## src/hdl/mma_pkg.sv

```systemverilog
`timescale 1ns / 1ps

package mma_pkg;

  localparam int CHANNELS      = 8;
  localparam int WINDOW_MAX    = 64;
  localparam int SAMPLE_BITS   = 32;

  localparam int CH_BITS       = 3;
  localparam int PTR_BITS      = $clog2(WINDOW_MAX);
  localparam int LEN_BITS      = 7;
  localparam int ADDR_BITS     = CH_BITS + PTR_BITS;
  localparam int DEPTH         = CHANNELS * WINDOW_MAX;
  localparam int SUM_BITS      = SAMPLE_BITS + PTR_BITS;
  localparam int CNT_BITS      = $clog2(SUM_BITS);
  localparam int TDATA_BITS    = ((CH_BITS + SAMPLE_BITS + 7) / 8) * 8;
  localparam int CFG_IDX_BITS  = 1;
  localparam int CFG_DATA_BITS = 8;

  typedef enum logic [CFG_IDX_BITS-1:0] {
    REG_WINDOW_LENGTH  = 1'b0,
    REG_CHANNEL_ENABLE = 1'b1
  } cfg_reg_e;

  // Commands from the controller to the datapath
  typedef struct packed {
    logic load_in;
    logic rd_issue;
    logic update;
    logic prep;
    logic div_step;
    logic out_load;
  } mma_cmd_t;

  // Status from the datapath to the controller
  typedef struct packed {
    logic avg_en;
    logic div_last;
    logic out_free;
  } mma_status_t;

endpackage

```

## src/hdl/mma_ctrl.sv

```systemverilog
`timescale 1ns / 1ps

module mma_ctrl
  import mma_pkg::*;
(
  input  logic        clk_i,
  input  logic        rst_ni,
  input  logic        s_tvalid,
  output logic        s_tready,
  input  mma_status_t status_i,
  output mma_cmd_t    cmd_o
);

  typedef enum logic [5:0] {
    S_IDLE   = 6'b000001,
    S_READ   = 6'b000010,
    S_UPDATE = 6'b000100,
    S_PREP   = 6'b001000,
    S_DIVIDE = 6'b010000,
    S_DONE   = 6'b100000
  } state_e;

  state_e state_q, state_d;

  always_comb begin
    state_d = state_q;
    cmd_o   = '0;
    unique case (state_q)
      S_IDLE: begin
        if (s_tvalid) begin
          cmd_o.load_in = 1'b1;
          state_d       = S_READ;
        end
      end
      S_READ: begin
        if (status_i.avg_en) begin
          cmd_o.rd_issue = 1'b1;
          state_d        = S_UPDATE;
        end else begin
          state_d = S_DONE;
        end
      end
      S_UPDATE: begin
        cmd_o.update = 1'b1;
        state_d      = S_PREP;
      end
      S_PREP: begin
        cmd_o.prep = 1'b1;
        state_d    = S_DIVIDE;
      end
      S_DIVIDE: begin
        cmd_o.div_step = 1'b1;
        if (status_i.div_last) begin
          state_d = S_DONE;
        end
      end
      S_DONE: begin
        if (status_i.out_free) begin
          cmd_o.out_load = 1'b1;
          state_d        = S_IDLE;
        end
      end
      default: state_d = S_IDLE;
    endcase
  end

  always_ff @(posedge clk_i or negedge rst_ni) begin
    if (!rst_ni) begin
      state_q <= S_IDLE;
    end else begin
      state_q <= state_d;
    end
  end

  assign s_tready = (state_q == S_IDLE);

endmodule

```

## config.mk

```make
export PLATFORM = sky130hd
export DESIGN_NAME = mma_ctrl
export DESIGN_NICKNAME = d
export VERILOG_FILES = /design/src/hdl/mma_pkg.sv /design/src/hdl/mma_ctrl.sv
export SDC_FILE = /design/constraint.sdc
export NUM_CORES = 1
export LEC_CHECK = 0
export BUFFER_PORTS_ARGS = -buffer_cell sky130_fd_sc_hd__buf_2
export CORE_AREA = 2 2 39 41
export DETAILED_ROUTE_END_ITERATION = 10
export DIE_AREA = 0 0 41 43
export HOLD_SLACK_MARGIN = 0.06
export PLACE_DENSITY = 0.5
export RECOVER_POWER = 50
export SYNTH_ARGS = -nofsm -noshare
export SYNTH_HDL_FRONTEND = slang
export SYNTH_SLANG_ARGS = --single-unit
```

## constraint.sdc

```tcl
create_clock -name clk_i -period 1.78 [get_ports clk_i]
set_clock_uncertainty 0.05 [all_clocks]
set_input_delay 0.178 -clock clk_i [delete_from_list [all_inputs] [get_ports clk_i]]
set_output_delay 0.178 -clock clk_i [all_outputs]
set_load 0.02 [all_outputs]
```

==> summary.md, run 1 <==
| Metric | Value |
|---|---|
| Hpwl dp | `683 um` |
| Synth top area share | `33.3%` |
| Critical path origin | `state_q[4]$_DFFE_PN0P_` |
| Die X | `41 um` |
| Pin count of the biggest net entering global routing | `9` |
| Worst Path Arrival | `1.72 ns` |
| Number of fill cells in the layout | `145` |
| Num rows | `14` |
| CP Max Fanout | `2` |
| Most frequent cells in the layout | `buf_2 (7), buf_4 (7), dfrtp_1 (5), inv_1 (4), nor3_1 (4)` |
| TritonCTS buffer count | `3` |
| Critical Path RT | `1.55 ns` |
| Synth area leader | `dfrtp_1` |
| Syn Inst Count | `43` |
| Max-slew headroom | `79.7%` |
| Cell Count, Final, Fillers Out | `80` |
| Fin. max-slew vios | `0` |
| Max-Cap Viols | `0` |
| Nets | `71` |
| Yosys reg bits | `6` |
| Die height | `43 um` |
| Number of global-route vias before repair | `297` |
| Initial Util | `27.1%` |
| Min-delay src | `status_i[1]` |
| Number of detailed-route iterations in the first pass | `4` |
| Register area share after synthesis | `40.3%` |
| GR Util All Layers | `12.4%` |
| Max VDD drop | `947 uV` |
| Syn-to-layout area delta | `53.7%` |
| Avg WL per Cell | `11.5 um` |
| P per Cell Area | `1300 mW/mm2` |
| Placed Cells | `73` |
| Violated checks | `negative setup slack` |
| Ports | `13` |
| Status | `finished, violations left` |
| Worst Setup Start Kind | `register` |
| Remaining Overflow, GRT | `0` |
| Crit path cell chain | `or3_4 > or4b_4 > nor2_4 > buf_6` |
| CTS max path bufs | `2` |
| Crit end category | `output pin` |
| Crit path depth | `4` |
| WL final | `917 um` |
| Top reg by flops | `state_q` |
| Initial antenna violation count | `0` |
| N_diodes | `0` |
| Final setup fails | `1` |
| CP bufs+invs | `1` |
| Slowest CP cell | `or4b_4` |
| Max FFs per register | `6` |
| Max stage delay on crit path | `0.51 ns` |
| Final ANT Viol Nets | `0` |
| Port Buffers | `12` |
| Largest regs | `state_q x6` |
| Synth warn | `0` |
| Path type of the worst setup path | `reg -> out` |
| Synth Cell Area | `375 um2` |
| Share of cells above drive strength 1 | `48.4%` |
| Worst R2R Setup Slack | `0.07 ns` |
| Final setup margin | `-0.169 ns` |
| Placer Congestion | `0.687` |
| Final Util | `41.7%` |
| Hold WC Path Type | `in -> reg` |
| Worst Reg-to-Reg Cells | `4` |
| Period utilization | `110%` |
| Via count of the routed design | `379` |
| R2R Path Start | `state_q[4]$_DFFE_PN0P_` |
| R2R Path End | `state_q[5]$_DFFE_PN0P_` |
| CP Capture Point | `cmd_o[0]` |
| Vias/cell | `4.74` |
| Min Tclk post-route | `1.95 ns` |
| Largest cells by area after synthesis | `dfrtp_1 (33%), nor3_1 (9.3%), dfstp_2 (7.0%), nand2b_1 (5.0%), inv_1 (4.0%)` |
| Delay-heaviest family, CP | `simple AND/OR/NAND/NOR gates` |
| Clk sinks | `6` |
| Drc violations | `0` |
| Syn Nets | `49` |
| Clk_lat worst skew | `0.25 ns` |
| RSZ-0062 raised after global routing | `true` |
| Syn_area_per_cell | `8.73 um2` |
| # H-tree levels | `1` |
| CTS root buf | `clkbuf_4` |
| First-pass GRT wire length | `1.37 mm` |
| CTS clk-pin slew, worst paths | `0.05 ns` |
| Synth unique cells | `22` |
| CTS tree | `done` |
| Core region area | `0.00138 mm2` |
| Leakage | `0.268 nW` |
| Final hold vios | `0` |
| Die Area | `0.00176 mm2` |
| Fmax | `513 MHz` |
| Initial drt markers | `9` |
| Worst-margin pin slew | `0.304 ns` |
## final cells by class
type	instances	area, um2	area share (%)
flip-flops and latches	6	151	26.2
clock buffers	4	26.3	4.56
repair buffers	19	135	23.4
inverters	4	15.0	2.60
well taps	16	20.0	3.47
multi-input cells	31	229	39.7
## stage by stage
step | setup TNS, ns | hold WS (ns) | setup slack (ns) | area [um2] | total power, mW
after global placement | 0 | -0.0433 | 0.0485 | 474 | 0.566
after global routing | -0.254 | 0.0851 | -0.230 | 577 | 0.816
final | -0.169 | 0.102 | -0.169 | 577 | 0.752
after floorplan | 0 | -0.168 | 0.00335 | 383 | 0.442
after detailed placement | 0 | -0.0456 | 0.0220 | 474 | 0.569
after CTS | -0.210 | 0.0955 | -0.210 | 543 | 0.723
## how the worst min path moves through the flow
stage,to,slack (ns),depth (start not counted)
4_1_cts,state_q[4]$_DFFE_PN0P_,0.1,2
3_3_place_gp,state_q[5]$_DFFE_PN0P_,-0.04,1
6_report,state_q[4]$_DFFE_PN0P_,0.10,2
3_5_place_dp,state_q[3]$_DFFE_PN0P_,-0.05,1
5_1_grt,state_q[4]$_DFFE_PN0P_,0.09,2
2_1_floorplan,state_q[1]$_DFFE_PN0P_,-0.17,0
## kinds of logic after synthesis
logic type             count (synthesis)  share of synthesized area [%]
AO/OA/AOI/OAI                         10                           16.7
XOR/XNOR                               1                           2.33
flip-flops                             6                           40.3
buffers and inverters                  6                           9.00
AND/OR/NAND/NOR                       20                           31.7
## per-layer routing
| layer | vias up | GRT usage, % | part of all wire (%) |
|---|---|---|---|
| li1 | 193 | - | - |
| met1 | 173 | 17.9 | 51 |
| met2 | 13 | 14.7 | 43 |
| met3 | 0 | 7.85 | 5.8 |
| met4 | 0 | 4.00 | 0 |
| met5 | - | 0 | 0 |
## report_power, final
part | leakage (nW) | switching [mW] | total [mW] | internal, mW
logic | 0.174 | 0.215 | 0.407 | 0.192
clock network | 0.0150 | 0.0525 | 0.138 | 0.0851
registers | 0.0791 | 0.0313 | 0.207 | 0.176
## synth_stat cells
library cell  n
nor3_1        7
dfrtp_1       5
inv_1         4
nand2b_1      3
nor2_1        3
a21oi_1       2
and2_1        2
o21ai_0       2
o22ai_1       2
a21o_2        1
a31oi_1       1
and3_2        1
buf_4         1
buf_6         1
dfstp_2       1
nand2_1       1
nand3_1       1
o21bai_1      1
o31ai_1       1
or3_4         1
or4b_4        1
xor2_1        1
## timing repair
item,4_1_cts,5_1_grt
resized for setup,4,11
pin swaps,2,4
setup endpoints to repair,2,7
setup buffers,2,1
hold buffers,1,0
endpoints found under the hold margin,6,0
No activity file was read; power rests on OpenSTA's default activity.
==> run 2, diff against run 1 <==
- PLACE_DENSITY: 0.5 -> 0.6
==> run 2 against run 1 <==
Net effect:
- the flow still finishes with violations (negative setup slack)
- non-clock buffer count decreased by 1
- hold slack improved by 0.018 ns
- critical path type unchanged
- combinational power decreased by 4%
==> summary.md, run 2 (synthesis results as in run 1) <==
| Metric | Value |
|---|---|
| Initial drt markers | `2` |
| Crit end category | `output pin` |
| Max VDD drop | `644 uV` |
| CTS max path bufs | `2` |
| Initial Util | `27.1%` |
| Violated checks | `negative setup slack` |
| Via count of the routed design | `382` |
| Min Tclk post-route | `1.94 ns` |
| Min-delay src | `s_tvalid` |
| Placer Congestion | `0.711` |
| RSZ-0062 raised after global routing | `true` |
| Worst R2R Setup Slack | `0.05 ns` |
| Number of global-route vias before repair | `325` |
| First-pass GRT wire length | `1.28 mm` |
| # H-tree levels | `1` |
| Max FFs per register | `6` |
| Hold WC Path Type | `in -> reg` |
| Finished Cell Area | `548 um2` |
| Clk sinks | `6` |
| Worst Reg-to-Reg Cells | `4` |
| Hold endpoint | `state_q[1]$_DFFE_PN0P_` |
| Fmax | `516 MHz` |
| Port Buffers | `12` |
| N_diodes | `0` |
| Nets | `70` |
| Die X | `41 um` |
| Avg WL per Cell | `11.2 um` |
| Hold depth | `2` |
| Met2 WL | `440 um` |
| Period utilization | `109%` |
| R2R Path End | `state_q[5]$_DFFE_PN0P_` |
| Pin count of the biggest net entering global routing | `9` |
| Max-slew headroom | `78.5%` |
| Share of cells above drive strength 1 | `44.4%` |
| Final setup fails | `2` |
| P per Cell Area | `1330 mW/mm2` |
| Wire length on met1 | `396 um` |
| Syn-to-layout area delta | `46.0%` |
| Ports | `13` |
| Number of fill cells in the layout | `160` |
| CTS root buf | `clkbuf_4` |
| Drc violations | `0` |
| Top reg by flops | `state_q` |
| GR Util All Layers | `11.3%` |
| Hold_ws | `0.121 ns` |
| Status | `finished, violations left` |
| Die Area | `0.00176 mm2` |
| Placed cell area | `474 um2` |
| Worst-margin pin slew | `0.321 ns` |
| Largest regs | `state_q x6` |
| Highest metal used | `met3` |
| Max-Cap Viols | `0` |
| Final setup margin | `-0.157 ns` |
| WL final | `886 um` |
| Metal3 WL | `49 um` |
| Initial antenna violation count | `0` |
| Worst Path Arrival | `1.71 ns` |
| Vias/cell | `4.84` |
| Num rows | `14` |
| Remaining Overflow, GRT | `0` |
| R2R Path Start | `state_q[4]$_DFFE_PN0P_` |
| Most frequent cells in the layout | `buf_2 (9), buf_4 (6), nor3_1 (5), dfrtp_1 (5), inv_1 (4)` |
| Path type of the worst setup path | `reg -> out` |
| CP Max Fanout | `2` |
| Core region area | `0.00138 mm2` |
| Die height | `43 um` |
| Leakage | `0.256 nW` |
| Number of detailed-route iterations in the first pass | `2` |
| CTS clk-pin slew, worst paths | `0.04 ns` |
| Final hold vios | `0` |
| TritonCTS buffer count | `3` |
| Critical Path RT | `1.55 ns` |
| Final ANT Viol Nets | `0` |
| Commonest non-fill, non-tap cell in the layout | `buf_2` |
| Fin. max-slew vios | `0` |
| CTS tree | `done` |
| Hpwl dp | `667 um` |
| Worst Setup Start Kind | `register` |
| Clk_lat worst skew | `0.25 ns` |
## run 2: cell count changes in the layout (fill, tap and decap cells not counted), sizes merged
cell	change
buf	-1
## run 2: repair_timing
action                                 4_1_cts  5_1_grt
setup buffers                                1        0
hold buffers                                 1        0
gates resized for setup                      4        4
endpoints found under the hold margin        6        0
setup endpoints to repair                    2        7
pin swaps                                    2        1
## run 2: layer usage
layer	up-vias	GRT usage, %
met5	-	0
met4	0	4.00
met3	0	4.71
met2	11	16.3
met1	178	14.9
li1	193	-
## run 2: per-stage QoR
step | total power, mW | util [%] | TNS (ns) | std cells | setup WS [ns]
6_report | 0.729 | 39.6 | -0.180 | 79 | -0.157
3_5_place_dp | 0.568 | 34.3 | 0 | 73 | 0.0301
3_3_place_gp | 0.564 | 34.3 | 0 | 73 | 0.0576
4_1_cts | 0.727 | 38.7 | -0.207 | 79 | -0.207
5_1_grt | 0.776 | 39.6 | -0.439 | 79 | -0.207
2_1_floorplan | 0.442 | - | 0 | 43 | 0.00335
## run 2: how the worst max path moves through the flow
stage | start | endpoint | cells past startpoint
after floorplan | state_q[4]$_DFFE_PN0P_ | cmd_o[0] | 4
after global placement | state_q[0]$_DFFE_PN1P_ | cmd_o[0] | 4
after detailed placement | state_q[4]$_DFFE_PN0P_ | cmd_o[0] | 4
after CTS | state_q[4]$_DFFE_PN0P_ | cmd_o[0] | 4
after global routing | state_q[4]$_DFFE_PN0P_ | cmd_o[0] | 4
final | state_q[4]$_DFFE_PN0P_ | cmd_o[0] | 4
## run 2: area by class of cell
class	instances	area (um2)	area share, %
Inverter	4	15.0	2.74
Sequential cell	6	151	27.6
Clock buffer	4	26.3	4.79
Timing Repair Buffer	18	115	21.0
Tap cell	16	20.0	3.65
Multi-Input combinational cell	31	220	40.2
## run 2: critical path, stage by stage (launching register included)
cell	delay, ns
dfrtp_1	0.38
or3_4	0.37
or4b_4	0.51
nor2_4	0.10
buf_6	0.12
## run 2: where the power goes
group	leakage [nW]	internal, mW	switching, mW	total [mW]
registers	0.0791	0.176	0.0264	0.202
logic	0.162	0.174	0.216	0.390
clock network	0.0150	0.0851	0.0522	0.137
total	0.256	0.435	0.294	0.729
==> run 3, diff against run 2 <==
- ABC_AREA: default -> 1
- PLACE_DENSITY: 0.6 -> 0.63
==> run 3 against run 2 <==
Net effect:
- the flow now finishes without violations
- worst setup slack gained 0.27 ns
- count of clock-buffer cells in the layout unchanged
- combinational power grew 2%
- sequential cell count is the same
- global-route usage fell by 0.64 points
- die area did not move
- via count down 3.9%
- register-to-register slack improved by 0.46 ns
- critical path type unchanged
- largest cell class unchanged
==> summary.md, run 3 <==
| Metric | Value |
|---|---|
| Status | `completed` |
| WL final | `784 um` |
| FFs w/ async S/R, synth | `100%` |
| Initial antenna violation count | `0` |
| Final setup fails | `0` |
| Max VDD drop | `593 uV` |
| Largest regs | `state_q x6` |
| Pin count of the biggest net entering global routing | `7` |
| Max FFs per register | `6` |
| Die height | `43 um` |
| P per Cell Area | `1420 mW/mm2` |
| Slowest CP cell | `dfstp_2` |
| Post-synth top cells | `inv_1 (13), nor2_1 (9), nand2_1 (7)` |
| Syn Inst Count | `56` |
| Largest cells by area after synthesis | `dfrtp_1 (30%), inv_1 (12%), nor2_1 (8.1%), dfstp_2 (6.3%), nand2_1 (6.3%)` |
| Final ANT Viol Nets | `0` |
| Nets | `79` |
| CTS clk-pin slew, worst paths | `0.04 ns` |
| Sequential power share | `29.2%` |
| Power, Total | `753 uW` |
| First-pass GRT wire length | `1.24 mm` |
| Syn Nets | `62` |
| Clk_lat worst skew | `0.25 ns` |
| Via count of the routed design | `367` |
| Number of fill cells in the layout | `156` |
| RSZ-0062 raised after global routing | `false` |
| # H-tree levels | `1` |
| Syn-to-layout area delta | `27.0%` |
| Synth warn | `0` |
| Main synth FF type | `dfrtp_1` |
| Port Buffers | `12` |
| Hpwl dp | `621 um` |
| Final hold vios | `0` |
| Max-slew headroom | `76.5%` |
| Period utilization | `93.5%` |
| Number of detailed-route iterations in the first pass | `4` |
| Sw power | `344 uW` |
| Gate power share | `52.6%` |
| TritonCTS buffer count | `3` |
| Vias/cell | `4.17` |
| Worst Path Arrival | `1.44 ns` |
| Drc violations | `0` |
| Synth Cell Area | `417 um2` |
| CTS tree | `done` |
| Pint | `409 uW` |
| Final TNS setup | `0 ns` |
| Most frequent cell after synthesis | `inv_1` |
| Sw Share | `45.7%` |
| Most frequent cells in the layout | `inv_1 (13), buf_2 (11), nor2_1 (9), nand2_1 (7)` |
| Commonest non-fill, non-tap cell in the layout | `inv_1` |
| Register area share after synthesis | `36.3%` |
| Placer Congestion | `0.837` |
| Multi-input logic area | `206 um2` |
| Synth area leader | `dfrtp_1` |
| Share of cells above drive strength 1 | `36.1%` |
| Syn_area_per_cell | `7.44 um2` |
| Clk sinks | `6` |
| Crit end category | `output pin` |
| Die Area | `0.00176 mm2` |
| Min Tclk post-route | `1.66 ns` |
| Synth top area share | `30.0%` |
| Yosys reg bits | `6` |
| Post-synth EDFFs | `0` |
| Number of global-route vias before repair | `297` |
| Initial Util | `30.1%` |
| Max-Cap Viols | `0` |
| Remaining Overflow, GRT | `0` |
| Critical Path RT | `1.55 ns` |
| CP Max Fanout | `5` |
| CTS root buf | `clkbuf_4` |
| N_diodes | `0` |
| Worst Setup Start Kind | `register` |
| Die X | `41 um` |
| Hold WC Path Type | `in -> reg` |
| CTS max path bufs | `2` |
| Fin. max-slew vios | `0` |
| Core region area | `0.00138 mm2` |
| Fmax | `601 MHz` |
| GR Util All Layers | `10.7%` |
| Top reg by flops | `state_q` |
| Clk pwr share | `18.2%` |
| Initial drt markers | `4` |
| Max stage delay on crit path | `0.54 ns` |
| Crit path cell chain | `inv_1 > nor2_2 > nand3_4 > nor3_2 > buf_2` |
| Path type of the worst setup path | `reg -> out` |
| Num rows | `14` |
| Ports | `13` |
| Synth unique cells | `16` |
| Reg area | `151 um2` |
| Worst-margin pin slew | `0.352 ns` |
| Avg WL per Cell | `8.91 um` |
| Leakage | `0.341 nW` |
==> run 3: cell count changes after synthesis, moves of 3 or more <==
cell and change:
inv_1 +9, nand2_1 +6, nor2_1 +6, nor3_1 -5
nand3_1 +4, nand2b_1 -3, nor2_2 +3
==> run 3: stage by stage <==
stage          setup slack [ns]  std cells  hold slack [ns]  cell area [um2]  util [%]
2_1_floorplan             0.218         56           -0.168              417         -
3_3_place_gp              0.375         83          -0.0400              489      35.4
3_5_place_dp              0.348         83          -0.0385              489      35.4
4_1_cts                  0.0809         88            0.129              526      38.0
5_1_grt                 0.00788         88            0.124              529      38.2
6_report                  0.116         88            0.136              529      38.2
==> run 3: kinds of logic (layout without fill, tap and decap cells) <==
family	Yosys count	after routing	synth area share, %
buffers and inverters	16	32	15.3
DFF	6	6	36.3
and+or+nand+nor	33	33	47.1
AOI/OAI and AO/OA	1	1	1.20
==> run 3: power by group through the flow <==
stage | logic (mW) | clock network (mW) | registers (mW)
final | 0.396 | 0.137 | 0.220
after global routing | 0.440 | 0.153 | 0.221
after CTS | 0.391 | 0.144 | 0.219
after detailed placement | 0.387 | 0 | 0.221
after global placement | 0.386 | 0 | 0.219
after floorplan | 0.315 | 0 | 0.215
==> run 3: metal layers <==
metal	vias to the layer above	global-route usage [%]	wire length [um]
met5	-	0	0
li1	203	-	-
met3	0	3.14	29
met4	0	8.00	0
met1	156	14.8	363
met2	8	13.4	391
==> run 3: final cells by class <==
type,instances,area share (%)
Multi-Input combinational cell,34,39.0
Tap cell,16,3.78
Sequential cell,6,28.6
Timing Repair Buffer,13,13.0
Clock buffer,4,4.96
Inverter,15,10.6
==> run 3: critical path, delay by kind of cell, from the launching register on <==
kind	cells	cell delay (ns)
DFF	1	0.54
and+or+nand+nor	3	0.43
buffers and inverters	2	0.23
==> run 3: final timing paths <==
check	to	start	slack, ns	cells after the start
max	cmd_o[5]	state_q[0]$_DFFE_PN1P_	0.12	5
min	state_q[2]$_DFFE_PN0P_	status_i[2]	0.14	3
max reg2reg	state_q[5]$_DFFE_PN0P_	state_q[1]$_DFFE_PN0P_	0.51	6
min reg2reg	state_q[4]$_DFFE_PN0P_	state_q[2]$_DFFE_PN0P_	0.62	3
max in group asynchronous	state_q[0]$_DFFE_PN1P_	rst_ni	1.08	2
min in group asynchronous	state_q[1]$_DFFE_PN0P_	rst_ni	0.29	2
==> run 3: timing repair <==
action,in CTS,in global routing
resized for setup,0,1
setup endpoints to repair,0,1
hold buffers,1,0
setup buffers,0,0
endpoints found under the hold margin,6,0
